**src/rtl/core/rgbft_pkg.sv**
```systemverilog
`default_nettype none

package rgbft_pkg;

  // tint colors in rgb555 layout
  localparam logic [15:0] TINT_RED    = 16'h7C00;
  localparam logic [15:0] TINT_YELLOW = 16'h7FE0;
  localparam logic [15:0] TINT_PURPLE = 16'h7C1F;
  localparam logic [15:0] TINT_BLUE   = 16'h001F;
  localparam logic [15:0] TINT_NONE   = 16'h0000;

  // clears the low bit of the red and green channels so a sum never carries across
  localparam logic [15:0] AVG_MASK = 16'hFBDF;

  localparam int unsigned TABLE_DEPTH = 23;

  typedef enum logic [2:0] {
    LVL_NONE = 3'd0,
    LVL_1    = 3'd1,
    LVL_2    = 3'd2,
    LVL_3    = 3'd3,
    LVL_4    = 3'd4,
    LVL_5    = 3'd5,
    LVL_6    = 3'd6,
    LVL_7    = 3'd7
  } tint_level_t;

  typedef struct packed {
    tint_level_t level;
    logic [15:0] tint;
  } tint_sel_t;

  // flash index to level and tint color
  localparam tint_sel_t TINT_TABLE [TABLE_DEPTH] = '{
    '{LVL_NONE, TINT_NONE},
    '{LVL_1, TINT_RED},    '{LVL_1, TINT_RED},    '{LVL_2, TINT_RED},
    '{LVL_3, TINT_RED},    '{LVL_4, TINT_RED},    '{LVL_5, TINT_RED},
    '{LVL_6, TINT_RED},    '{LVL_7, TINT_RED},
    '{LVL_1, TINT_YELLOW}, '{LVL_1, TINT_YELLOW}, '{LVL_2, TINT_YELLOW},
    '{LVL_2, TINT_YELLOW},
    '{LVL_1, TINT_PURPLE}, '{LVL_1, TINT_PURPLE}, '{LVL_2, TINT_PURPLE},
    '{LVL_3, TINT_PURPLE}, '{LVL_4, TINT_PURPLE}, '{LVL_5, TINT_PURPLE},
    '{LVL_6, TINT_PURPLE}, '{LVL_7, TINT_PURPLE},
    '{LVL_2, TINT_BLUE},
    '{LVL_2, TINT_YELLOW}
  };

  // per-channel average of two rgb555 words
  function automatic logic [15:0] avg16(input logic [15:0] a, input logic [15:0] b);
    logic [16:0] sum;
    sum = {1'b0, a & AVG_MASK} + {1'b0, b & AVG_MASK};
    return sum[16:1];
  endfunction

  // five-bit channel to eight bits by top-bit replication
  function automatic logic [7:0] widen5(input logic [4:0] c);
    return {c, c[4:2]};
  endfunction

endpackage

`default_nettype wire

```
**src/rtl/core/rgbft_blend.sv**
```systemverilog
`default_nettype none

module rgbft_blend
  import rgbft_pkg::*;
(
  input  wire logic [7:0]  flash_index,
  input  wire logic [15:0] pixel,
  output logic      [15:0] tinted,
  output logic      [7:0]  red,
  output logic      [7:0]  green,
  output logic      [7:0]  blue
);

  tint_sel_t   sel;
  logic [15:0] t;
  logic [15:0] x1;
  logic [15:0] x2_pt;
  logic [15:0] x2_tt;
  logic [15:0] x3_p2;
  logic [15:0] x3_pt;
  logic [15:0] x3_tt;

  // index lookup, out-of-range indices mean no tint
  always_comb begin
    if (flash_index < 8'(TABLE_DEPTH)) begin
      sel = TINT_TABLE[flash_index[4:0]];
    end else begin
      sel = TINT_TABLE[0];
    end
  end

  assign t = sel.tint;

  // shared first step, then the second and third steps of each chain
  assign x1    = avg16(pixel, t);
  assign x2_pt = avg16(pixel, x1);
  assign x2_tt = avg16(x1, t);
  assign x3_p2 = avg16(pixel, x2_pt);
  assign x3_pt = avg16(pixel, x2_tt);
  assign x3_tt = avg16(x2_tt, t);

  // pick the chain for the level
  always_comb begin
    unique case (sel.level)
      LVL_1:   tinted = x3_p2;
      LVL_2:   tinted = x2_pt;
      LVL_3:   tinted = x3_pt;
      LVL_4:   tinted = x1;
      LVL_5:   tinted = x2_tt;
      LVL_6:   tinted = x3_tt;
      LVL_7:   tinted = t;
      default: tinted = pixel;
    endcase
  end

  // channel expansion
  assign red   = widen5(tinted[14:10]);
  assign green = widen5(tinted[9:5]);
  assign blue  = widen5(tinted[4:0]);

endmodule

`default_nettype wire

```
**src/rtl/core/rgb555_flash_tint_and_expand_unit.sv**
```systemverilog
// rgb555 flash tint and rgb888 expansion
//
// input channel: in_valid/in_ready carry one rgb555 pixel per beat on
// in_pixel_in. output channel: out_valid/out_ready carry the blended
// pixel and its three 8-bit channels per beat.
// cfg_we/cfg_wdata write the flash index; write it only
// while no pixel is in flight.
//
// a beat passes the input register, then the tint chain and expansion
// into the output register. throughput is one pixel per cycle while
// the receiver keeps out_ready high; the tint chain is a single
// combinational pass of up to three averaging adders.
//
// reset clears both pipeline valids and the flash index (no tint).
// when the receiver stalls, the output register holds its beat, the
// input register fills behind it, and in_ready drops once both are full.
`default_nettype none

module rgb555_flash_tint_and_expand_unit
  import rgbft_pkg::*;
(
  input  wire logic        clk,
  input  wire logic        rst_n,
  input  wire logic        cfg_we,
  input  wire logic [7:0]  cfg_wdata,
  input  wire logic        in_valid,
  output logic             in_ready,
  input  wire logic [15:0] in_pixel_in,
  output logic             out_valid,
  input  wire logic        out_ready,
  output logic      [15:0] out_tinted_pixel,
  output logic      [7:0]  out_red_out,
  output logic      [7:0]  out_green_out,
  output logic      [7:0]  out_blue_out
);

  logic [7:0]  flash_index_r;
  logic        s1_valid_r;
  logic [15:0] s1_pixel_r;
  logic        out_valid_r;
  logic [15:0] tinted_r;
  logic [7:0]  red_r;
  logic [7:0]  green_r;
  logic [7:0]  blue_r;
  logic        s2_ready;
  logic        s1_load;
  logic        s2_load;
  logic [15:0] tinted_nxt;
  logic [7:0]  red_nxt;
  logic [7:0]  green_nxt;
  logic [7:0]  blue_nxt;

  // handshake control
  assign s2_ready = !out_valid_r || out_ready;
  assign in_ready = !s1_valid_r || s2_ready;
  assign s1_load  = in_valid && in_ready;
  assign s2_load  = s1_valid_r && s2_ready;

  // flash index register
  always_ff @(posedge clk) begin
    if (!rst_n) begin
      flash_index_r <= '0;
    end else if (cfg_we) begin
      flash_index_r <= cfg_wdata;
    end
  end

  // pipeline valids
  always_ff @(posedge clk) begin
    if (!rst_n) begin
      s1_valid_r  <= 1'b0;
      out_valid_r <= 1'b0;
    end else begin
      if (in_ready) begin
        s1_valid_r <= in_valid;
      end
      if (s2_ready) begin
        out_valid_r <= s1_valid_r;
      end
    end
  end

  // input register
  always_ff @(posedge clk) begin
    if (s1_load) begin
      s1_pixel_r <= in_pixel_in;
    end
  end

  rgbft_blend u_blend (
    .flash_index (flash_index_r),
    .pixel       (s1_pixel_r),
    .tinted      (tinted_nxt),
    .red         (red_nxt),
    .green       (green_nxt),
    .blue        (blue_nxt)
  );

  // result register
  always_ff @(posedge clk) begin
    if (s2_load) begin
      tinted_r <= tinted_nxt;
      red_r    <= red_nxt;
      green_r  <= green_nxt;
      blue_r   <= blue_nxt;
    end
  end

  assign out_valid        = out_valid_r;
  assign out_tinted_pixel = tinted_r;
  assign out_red_out      = red_r;
  assign out_green_out    = green_r;
  assign out_blue_out     = blue_r;

endmodule

`default_nettype wire

```
**config.mk**
```make
export PLATFORM = sky130hd
export DESIGN_NAME = rgb555_flash_tint_and_expand_unit
export DESIGN_NICKNAME = d
export VERILOG_FILES = /design/src/rtl/core/rgbft_pkg.sv /design/src/rtl/core/rgbft_blend.sv /design/src/rtl/core/rgb555_flash_tint_and_expand_unit.sv
export SDC_FILE = /design/constraint.sdc
export NUM_CORES = 1
export LEC_CHECK = 0
export BUFFER_PORTS_ARGS = -buffer_cell sky130_fd_sc_hd__buf_2
export CORE_MARGIN = 3
export CORE_UTILIZATION = 62
export CTS_BUF_LIST = sky130_fd_sc_hd__clkbuf_8
export CTS_CLUSTER_DIAMETER = 150
export DETAILED_ROUTE_END_ITERATION = 7
export PLACE_DENSITY = 0.85
export SLEW_MARGIN = 15
export SYNTH_ARGS = -nofsm -noshare
export SYNTH_HDL_FRONTEND = slang
export SYNTH_SLANG_ARGS = --single-unit
```
**constraint.sdc**
```tcl
create_clock -name clk -period 12.2 [get_ports clk]
set_input_delay 2.44 -clock clk [delete_from_list [all_inputs] [get_ports clk]]
set_output_delay 2.44 -clock clk [all_outputs]
set_load 0.02 [all_outputs]
```
Word level (Yosys, flattened, before mapping)
Memory sizes are Yosys's and may differ from the RTL's.
Index checks and enable logic that the tools add are counted.
W data, S select, Z words.
Storage, ports and cells
  flip-flop bits (word level): 66
  ROM bits: 608
  output and inout port bits: 42
  logic and storage cells: 35
  memories: 1
Memory list
  (no name shown): depth 32, bits a word 19, rd ports 1, clocked after memory_dff 0, wr ports 0, RTL line rgbft_blend.sv:26  | sel = TINT_TABLE[flash_index[4:0]];
Cells by class
  add/subtract/negate cells: 6
  $lt $le $gt $ge: 2
  eq/ne operators: 7
  mux-type cells: 4
  bitwise gates (word level): 1
  reductions and logical operators: 6
Operators with widths (count)
  $pmux W16 S7: 1
  $add A16 B16 Y17: 6
  $mux W19: 3
  $eq A3 B3 Y1 const B: 4
  $lt A8 B5 Y1 const B: 1
  $eq A3 B2 Y1 const B: 2
  $ge A6 B6 Y1 const B: 1
  $not A5 Y6: 1
  $eq A3 B1 Y1 const B: 1
  $logic_and A1 B1 Y1: 2
  $logic_not A1 Y1: 2
  $logic_or A1 B1 Y1: 2

Logic depth before layout (Yosys ltp)
Gate-level depths: netlist of the first run.
  depth after elaboration: 9
  mapped depth: 23

By module
From an unflattened synthesis of the first run, not the netlist that was laid out.
Unflattened totals
  cell total of the unflattened synthesis: 579
  area total of the unflattened synthesis: 5774.3 sq um
By module, submodules not included
  rgbft_blend: times used 1, cells each 489, area each 3707.3 sq um, seq. area each 0.0 sq um
  rgb555_flash_tint_and_expand_unit: times used 1, cells each 90, area each 2067.0 sq um, seq. area each 1881.8 sq um

Worst setup path before layout of the first run
OpenSTA, ideal clock, no wires.
  kind: input to output
  start: input port out_ready
  end: output port in_ready
  arrival: 2811 ps
  data required time: 9760 ps
  path slack: 6949 ps
  cell stages on the path: 2
  buffers on the path: 0
  cells stage by stage: nor2b_1 > nand2_1
On the way
  cells in the longest elaborated chain, start to end: 2
Ends and longest elaborated chain
  from (decl): RTL line rgb555_flash_tint_and_expand_unit.sv:30  | input wire logic out_ready,
  $logic_or A1 B1 Y1: RTL line rgb555_flash_tint_and_expand_unit.sv:54  | assign s2_ready = !out_valid_r || out_ready;
  $logic_or A1 B1 Y1: RTL line rgb555_flash_tint_and_expand_unit.sv:55  | assign in_ready = !s1_valid_r || s2_ready;
  to (decl): RTL line rgb555_flash_tint_and_expand_unit.sv:27  | output logic in_ready,
Every way passes these cells.

Worst setup path after layout of the first run
  start: register flash_index_r[0]
  end: register tinted_r[2] (netlist: out_tinted_pixel[2]) (data pin)
On the way
  cells in the longest elaborated chain, start to end: 9
  elaborated cells on any way between the ends: 20
  those cells by class: add/sub (6); order compare (1); eq/ne (7); mux (4); bitwise (1); memory (1)
Ends and longest elaborated chain
  from (decl): RTL line rgb555_flash_tint_and_expand_unit.sv:37  | logic [7:0] flash_index_r;
  from (signal assigned): RTL line rgb555_flash_tint_and_expand_unit.sv:64  | flash_index_r <= cfg_wdata;
  $not A5 Y6 (not written as such): RTL line rgbft_blend.sv:26
  $mem_v2 Z32 W19
  $mux W19 (not written as such) (2 in series): RTL line rgbft_blend.sv:26
  $mux W19 (*): RTL line rgbft_blend.sv:25  | if (flash_index < 8'(TABLE_DEPTH)) begin
  $add A16 B16 Y17 (3 in series): RTL line rgbft_pkg.sv:51  | sum = {1'b0, a & AVG_MASK} + {1'b0, b & AVG_MASK};
  $pmux W16 S7 (*): RTL line rgbft_blend.sv:44  | unique case (sel.level)
  named net blue_nxt[0]: RTL line rgb555_flash_tint_and_expand_unit.sv:51  | logic [7:0] blue_nxt;
  to (signal assigned): RTL line rgb555_flash_tint_and_expand_unit.sv:102  | tinted_r <= tinted_nxt;
  to (decl): RTL line rgb555_flash_tint_and_expand_unit.sv:41  | logic [15:0] tinted_r;
The timed path passes the listed nets; every way through them passes the cells marked *. The select of a mux whose other input is x is not followed.
A chain may end at the register's enable or synchronous reset.

==> results of run 1 <==
-- report_power, final --
| group | leakage [nW] | internal (W) | switching, W |
|---|---|---|---|
| Combinational | 2.22 | 0.000197 | 0.000265 |
| Sequential | 0.390 | 0.000173 | 0.0000131 |
| Clock | 0.0626 | 0.0000660 | 0.0000497 |
-- per-layer routing --
layer	track usage [%]	wire, um
met1	34.0	5220
met2	45.8	6190
met3	4.95	1030
met4	7.88	234
met5	0	0
-- stage by stage --
step	cells	total power [W]	util, %	worst slack, ns	hold WS (ns)
floorplan	568	0.000552	-	6.95	0.477
global placement	704	0.000624	68.4	6.76	0.499
detailed placement	704	0.000642	68.4	6.55	0.509
CTS	712	0.000759	69.9	6.50	0.535
global route	712	0.000820	69.9	5.97	0.557
finish	712	0.000764	69.9	6.41	0.531
-- worst max-delay path: stages (launching register included) --
cell,delay (ns)
dfxtp_1,0.47
inv_1,0.11
ha_1,0.26
nand4bb_1,0.23
and2_4,0.21
nor2_1,0.61
inv_1,0.34
fa_1,0.51
xor2_1,0.38
inv_1,0.12
ha_1,0.29
nand3b_1,0.09
a21oi_1,0.05
a211oi_1,0.34
xnor2_1,0.19
inv_1,0.07
ha_1,0.38
nand2_1,0.10
nor2_1,0.05
o311a_1,0.12
a221oi_1,0.31
mux2i_1,0.24
o21ai_1,0.08
-- cell families after synthesis --
logic type	after synthesis	synth area share, %
AOI/OAI and AO/OA	169	23.4
and+or+nand+nor	132	14.1
buffers and inverters	90	9.06
adders and majority gates	78	20.8
xor gates and xnor gates	42	7.12
DFF	42	22.5
muxes	15	3.03
-- sequential cells by signal, indices dropped and copies added, names as in the netlist --
register and count:
s1_valid_r 1, out_tinted_pixel 16, flash_index_r 8, out_valid 1, s1_pixel_r 16
-- cell type report --
type	instances	area, um^2
multi-input cells	436	3540
fillers	599	2370
flip-flops and latches	42	1160
repair buffers	74	380
inverters	50	188
well taps	102	128
clock buffers	6	82.6
clock inverters	2	33.8
-- layout by cell type (no fill, tap or decap), types with 3 or more instances in the layout --
| cell | n |
|---|---|
| and2_1 | 7 |
| a21oi_1 | 41 |
| a22oi_1 | 6 |
| a21o_1 | 34 |
| mux2i_1 | 13 |
| xor2_1 | 11 |
| inv_1 | 49 |
| o21ai_1 | 6 |
| xnor2_1 | 31 |
| a2bb2oi_1 | 3 |
| ha_1 | 65 |
| a31oi_1 | 4 |
| clkbuf_8 | 6 |
| nand3_1 | 7 |
| edfxtp_1 | 32 |
| o21ai_0 | 11 |
| a32o_1 | 3 |
| o32a_1 | 4 |
| nor4_1 | 4 |
| o21a_1 | 7 |
| fa_1 | 13 |
| a211oi_1 | 3 |
| nand2_1 | 29 |
| a31o_2 | 5 |
| nor2_1 | 31 |
| dfxtp_1 | 10 |
| a221oi_1 | 6 |
| o211ai_1 | 5 |
| buf_4 | 4 |
| o22ai_1 | 5 |
| o21bai_1 | 6 |
| a222oi_1 | 3 |
| buf_2 | 70 |
| and3_1 | 4 |
| nand2b_1 | 11 |
| nor2b_1 | 18 |
-- worst paths after layout --
path                    endpoint  depth (start not counted)
min reg2reg     flash_index_r[6]                          2
max          out_tinted_pixel[2]                         22
max reg2reg  out_tinted_pixel[2]                         22
min             flash_index_r[6]                          2
==> results by stage, run 1 <==
Placement:
- Once detailed placement completed, the half-perimeter wirelength came to 9890 um.
- In this run the cell area measured after placement is 0.00540 mm^2.
- The global placer's final weighted congestion is 0.914.
- Port buffering added 70 buffers.

Floorplan:
- The die covers 0.00946 mm^2.
- The height of the die is 97.3 um.
- In this run the horizontal extent of the chip is 97.3 um.
- The initial utilization of the core area, before any placement, comes to 65.5%.
- During I/O placement, the number of pins put on the boundary was 71.
- The total number of placement rows is 32.
- The core area is 0.00789 mm^2.

Timing:
- The worst pin sits at a relative slew slack of 23.7%.
- The summed negative setup slack over all endpoints is 0 ns.
- The transition time at the pin with the least slew margin is 1.14 ns.
- The final setup violation count is 0.
- The number of hold violations in the final report is 0.
- The maximum operating frequency is 173 MHz.
- Setup repair after global routing left no endpoint under its margin.
- The worst-case clock skew is 0.0101 ns.
- The number of pins with negative max-slew slack in the final report is 0.
- The clock period minus final worst setup slack is 5.79 ns.
- The share of the clock period used by the worst path is 47.5%.

Clock tree:
- TritonCTS built the clock tree.
- The number of buffers added to fix hold violations after cts is 0.
- The clock transition at the register clock pins on the worst setup and hold paths after CTS is 0.09 ns.
- The clock net in this run drives a total of 42 sinks.
- The post-CTS setup repair buffer count is 0.
- The total CTS buffers is 5.
- Gates resized during post-CTS repair numbered 0.
- The clock passes through at most 2 buffers.
- The buffer cell driving the clock tree root is clkbuf_8.
- The maximum level of the CTS H-tree is 2.
- The insertion delay to the later sink of the worst-skew pair is 0.29 ns.

GRT:
- The number of antenna violations at the first check in global routing was 0.
- Summed over all layers, the global routing overflow is 0.
- For this run, the total global-route usage over all layers was measured as 26.6%.
- The wire length of the first global-routing pass is 21200 um.
- The number of global-route vias before repair is 4501.
- Entering global routing, the biggest net connects 20 pins.

Synth:
- A synthesized cell averages 9.09 um^2.
- Yosys mapped a number of flops with a built-in enable equal to 32.
- The synthesized instance count is 568.
- The area share of the leading cell type in the synthesized netlist is 18.6%.
- After synthesis, the cell types taking the most area are edfxtp_1, ha_1, xnor2_1.
- By count the netlist is led by ha_1, inv_1, a21oi_1.
- Yosys mapped the design onto 73 distinct sky130hd cell types.
- Yosys instantiated no cell more often than ha_1.
- Counting flops with an async set or reset pin after synthesis yields a share of 0%.
- The cell area that synthesis handed to floorplanning was 0.00516 mm^2.
- When the netlist entered floorplanning its net count stood at 675.
- The cell type contributing the most total cell area after synthesis is edfxtp_1.
- The sequential area share after synthesis is 22.5%.
- The Yosys step of the flow raised 0 warnings.
- The flop and latch count out of synthesis is 42.
- For this run, the leading register cell type out of synthesis is edfxtp_1.

Worst hold path:
- The kind of path behind the tightest hold check is reg2reg.
- In this run the most critical hold path is launched from flash_index_r[6].

Detailed routing:
- The average wire per standard cell is 17.8 um.
- The ratio of routed vias to standard cells is 6.31.
- The antenna violation net count after detailed routing is 0.
- For this run, design rule violations remaining after detail routing come to 0.
- For this block, the initial DRC count from the detailed router was 294.
- After detailed routing, the total wire length is 12700 um.
- The first detailed-routing pass took 5 iterations.
- Across all layers, the routed design uses 4490 vias.

Finish:
- The fraction of final layout cells sized beyond drive strength 1 is 16.9%.
- After the last flow step, the layout net total stands at 716.
- The finished layout cell area is 0.00552 mm^2.
- Compared with the post-synthesis result, the final layout area differs by 6.78%.
- 0 antenna diodes ended up in the layout.

Critical path:
- STA classifies the critical path endpoint as a flip-flop.
- The critical path launch point is flash_index_r[0].
- The startpoint of the worst-slack reg-to-reg timing path is flash_index_r[0].
- For the worst setup path, the data arrival time is 5.84 ns.
- For flop-to-flop paths, the worst setup slack is 6.41 ns.
- Data on the critical path is required at its endpoint by 12.25 ns.
- The setup path with the least slack is of type reg2reg.
- The peak fanout along the critical path is 11.
- The startpoint type of the worst setup path is a flip-flop.

Power:
- The total power divided by cell area is 138 mW/mm^2.
- The worst-case IR drop observed on VDD is 65.2 uV.
- The static leakage is 2.67 nW.

Flow run:
- Max-cap violations in this run came to 0.

Run status:
- The run finished with clean final reports.
Power figures use the tool's default switching activity.
==> run 2, diff against run 1 <==
--- a/config.mk
+++ b/config.mk
@@ -7,11 +7,11 @@
 export LEC_CHECK = 0
 export BUFFER_PORTS_ARGS = -buffer_cell sky130_fd_sc_hd__buf_2
 export CORE_MARGIN = 3
-export CORE_UTILIZATION = 62
+export CORE_UTILIZATION = 61
 export CTS_BUF_LIST = sky130_fd_sc_hd__clkbuf_8
 export CTS_CLUSTER_DIAMETER = 150
 export DETAILED_ROUTE_END_ITERATION = 7
-export PLACE_DENSITY = 0.85
+export PLACE_DENSITY = 0.84
 export SLEW_MARGIN = 15
 export SYNTH_ARGS = -nofsm -noshare
 export SYNTH_HDL_FRONTEND = slang
==> constraint.sdc (replaced) <==
create_clock -name clk -period 6 [get_ports clk]
set_input_delay 1.2 -clock clk [delete_from_list [all_inputs] [get_ports clk]]
set_output_delay 1.2 -clock clk [all_outputs]
set_load 0.02 [all_outputs]
==> results by stage, run 2 (synthesized netlist as in run 1, its figures left out) <==
Timing:
- Setup violations remaining at the end of the flow were counted as 0.
- Across the routed clock network, the largest skew measured is 0.00467 ns.
- The remaining max-slew budget at the tightest pin is 21.1%.
- The number of hold violations in the final report was 0.
- The share of the clock period used by the worst path is 91.8%.
- Setup repair after global routing left no endpoint under its margin.
- After routing, the total negative slack on setup checks comes to 0 ns.
- The maximum operating frequency is 182 MHz.
- The number of pins with negative max-slew slack in the final report came to 0.
- The minimum setup slack in the final design is 0.494 ns.
- The clock period minus final worst setup slack is 5.51 ns.
- The transition time at the pin with the least slew margin is 1.18 ns.
- The worst hold-check slack is 0.526 ns.

Critical path:
- STA classifies the critical path endpoint as a flip-flop.
- Among cell families on the critical path, the largest total delay comes from compound AO/OA/AOI/OAI gates.
- For the worst setup path, the data required time is 6.02 ns.
- The startpoint of the worst-slack reg-to-reg timing path is flash_index_r[0].
- The cell count along the critical path is 20.
- The worst register-to-register path has a setup slack of 0.49 ns.
- The maximum single-stage delay on the critical path is 0.72 ns.
- The worst setup path is of the reg2reg kind.
- The worst reg-to-reg path cell count is 20.
- The critical path buffer and inverter count is 3.
- Of all nets on the critical path, the largest fanout is 9.
- The critical path's slowest cell is a311oi_1.
- STA classifies the critical path startpoint as a flip-flop.
- The capturing point of the worst reg2reg path is out_tinted_pixel[15].
- The data arrival time of the worst path is 5.52 ns.
- The critical path goes through ha_1, a21oi_1, o21ai_2, a311oi_1, ha_1, inv_1, fa_1, xnor2_1, inv_1, fa_1, xor2_1, inv_1, ha_1, a21o_1, a21oi_1, nor2b_1, o21ai_0, nand2b_1, a221oi_1, o211ai_1.

Clock tree:
- The post-CTS setup repair buffer count is 0.
- Post-CTS repair changed the size of 0 cells.
- The clock tree from TritonCTS is built.
- The insertion delay to the later sink of the worst-skew pair is 0.30 ns.
- The tree is rooted in a clkbuf_8.
- After clock tree synthesis, the flow added hold-fix buffers numbering 0.
- The tree built by TritonCTS fans out to 42 sinks.
- The H-tree generated during clock tree synthesis spans 2 levels.
- The maximum number of buffers from clock root to sink is 2.
- The total CTS buffers is 5.
- Clock-pin slew was measured on the worst setup and hold paths at 0.09 ns.

Power:
- The part of the total power dissipated in combinational logic is 60.3%.
- The net switching power of the design is 0.000670 W.
- The portion of total power attributed to the clock network is 15.4%.
- Of the total power, the share spent switching nets is 43.1%.
- The total power divided by cell area is 282 mW/mm^2.
- The static leakage is 2.68 nW.
- The internal power component is 0.000884 W.
- The design draws 0.00155 W.
- The share of total power in sequential cells is 24.3%.
- The peak ir drop on the vdd network is 148 uV.

Placement:
- The quantity of I/O buffers inserted on ports is 70.
- The half-perimeter wire length after detailed placement is 10100 um.
- The setup slack after placement is 0.562 ns.
- At the end of routability-driven placement, the weighted congestion stood at 0.960.

Finish:
- The fraction of final layout cells sized beyond drive strength 1 is 16.9%.
- Across the whole layout, storage elements account for 0.00116 mm^2.
- The final net count is 716.
- Leaving out fill and tap cells, the most frequent cell in the layout is buf_2.
- From synthesis to final layout, the design area changed by 6.78%.
- The final core utilization is 69.2%.
- Counting the fill cells in the layout gives 644.
- 0 antenna diodes ended up in the layout.
- In the layout the commonest cells are buf_2, ha_1, inv_1.
- The multi-input combinational cells in the finished layout cover a total of 0.00354 mm^2.

GRT:
- The first global-routing pass estimated 21300 um of wire.
- The number of global-route vias before repair came to 4513.
- The global routing usage summed across all routing layers is 26.9%.
- The total overflow reported by the global router is 0.
- The number of antenna violations at the first check in global routing is 0.
- Entering global routing, the biggest net connects 20 pins.

Worst hold path:
- In this run the worst hold path is classified as reg2reg.
- Counting instances, the worst hold path has a depth of 1.
- The startpoint of the tightest hold check path is s1_valid_r.
- For hold timing, the worst endpoint is out_valid.

Detailed routing:
- In the routed design, unresolved DRC markers number 0.
- The detailed router put a total of 5130 um of wire on met1.
- In this run, the number of DRC markers left after iteration 0 of detailed routing was 308.
- The average wire per standard cell is 18.1 um.
- Summed over all nets, wire length on met3 after detailed routing comes to 1130 um.
- The highest metal layer carrying signal wires in the routed design is met4.
- The via total after detailed routing is 4467.
- The routed design has 12900 um of wire.
- The ratio of routed vias to standard cells is 6.27.
- The number of iterations in the first detailed-routing pass is 5.
- In this run the remaining antenna-violating nets after routing total 0.
- The routed design uses 6250 um of met2 wire.

Flow run:
- The total of max-cap violations is 0.

Floorplan:
- The die is 98.0 um wide.
- The height of the die is 98.0 um.
- The starting utilization of the core area is 64.8%.
- 71 I/O pins were placed.
- The core area is 0.00797 mm^2.
- The floorplan has 32 rows.
- The area enclosed by the die boundary is 0.00961 mm^2.

Run status:
- The run finished with clean final reports.
==> run 2: cell counts in the layout (fill, tap and decap cells not counted) <==
Identical to the previous run, type by type.
==> run 2: through the flow <==
stage / area [um^2] / instances
floorplan: 5160 / 568
global placement: 5400 / 704
detailed placement: 5400 / 704
CTS: 5520 / 712
global route: 5520 / 712
finish: 5520 / 712
==> run 2: area by class of cell <==
cell class / count / area share, %
clock buffer: 6 / 1.50
clock inverter: 2 / 0.613
inverter: 50 / 3.40
multi-input combinational: 436 / 64.2
sequential: 42 / 21.1
tap: 102 / 2.31
timing repair buffer: 74 / 6.90
==> run 2: metal layers <==
metal	vias to the layer above	global-route usage, %
met1	2086	33.4
met3	35	5.43
met4	0	10.0
li1	2126	-
met2	220	46.0
met5	-	0
==> run 2: power groups by stage <==
stage                     clock network [W]  logic [W]  registers, W
after floorplan                           0   0.000729      0.000393
after global placement                    0   0.000887      0.000382
after detailed placement                  0   0.000917      0.000385
after CTS                          0.000239   0.000928      0.000378
after global routing               0.000252    0.00104      0.000383
final                              0.000239   0.000937      0.000378
==> run 2: worst max path at each step <==
stage / slack, ns / to / startpoint
2_1_floorplan: 0.91 / out_tinted_pixel[15] / flash_index_r[0]
3_3_place_gp: 0.77 / out_tinted_pixel[2] / flash_index_r[0]
3_5_place_dp: 0.56 / out_tinted_pixel[15] / flash_index_r[0]
4_1_cts: 0.53 / out_tinted_pixel[15] / flash_index_r[0]
5_1_grt: 0.05 / out_tinted_pixel[15] / flash_index_r[0]
6_report: 0.49 / out_tinted_pixel[15] / flash_index_r[0]
==> run 2: worst register-to-register path: stages (launching register included) <==
cell	delay (ns)
dfxtp_1	0.39
ha_1	0.26
a21oi_1	0.27
o21ai_2	0.18
a311oi_1	0.72
ha_1	0.32
inv_1	0.06
fa_1	0.40
xnor2_1	0.32
inv_1	0.15
fa_1	0.44
xor2_1	0.26
inv_1	0.10
ha_1	0.28
a21o_1	0.18
a21oi_1	0.22
nor2b_1	0.08
o21ai_0	0.15
nand2b_1	0.07
a221oi_1	0.25
o211ai_1	0.12
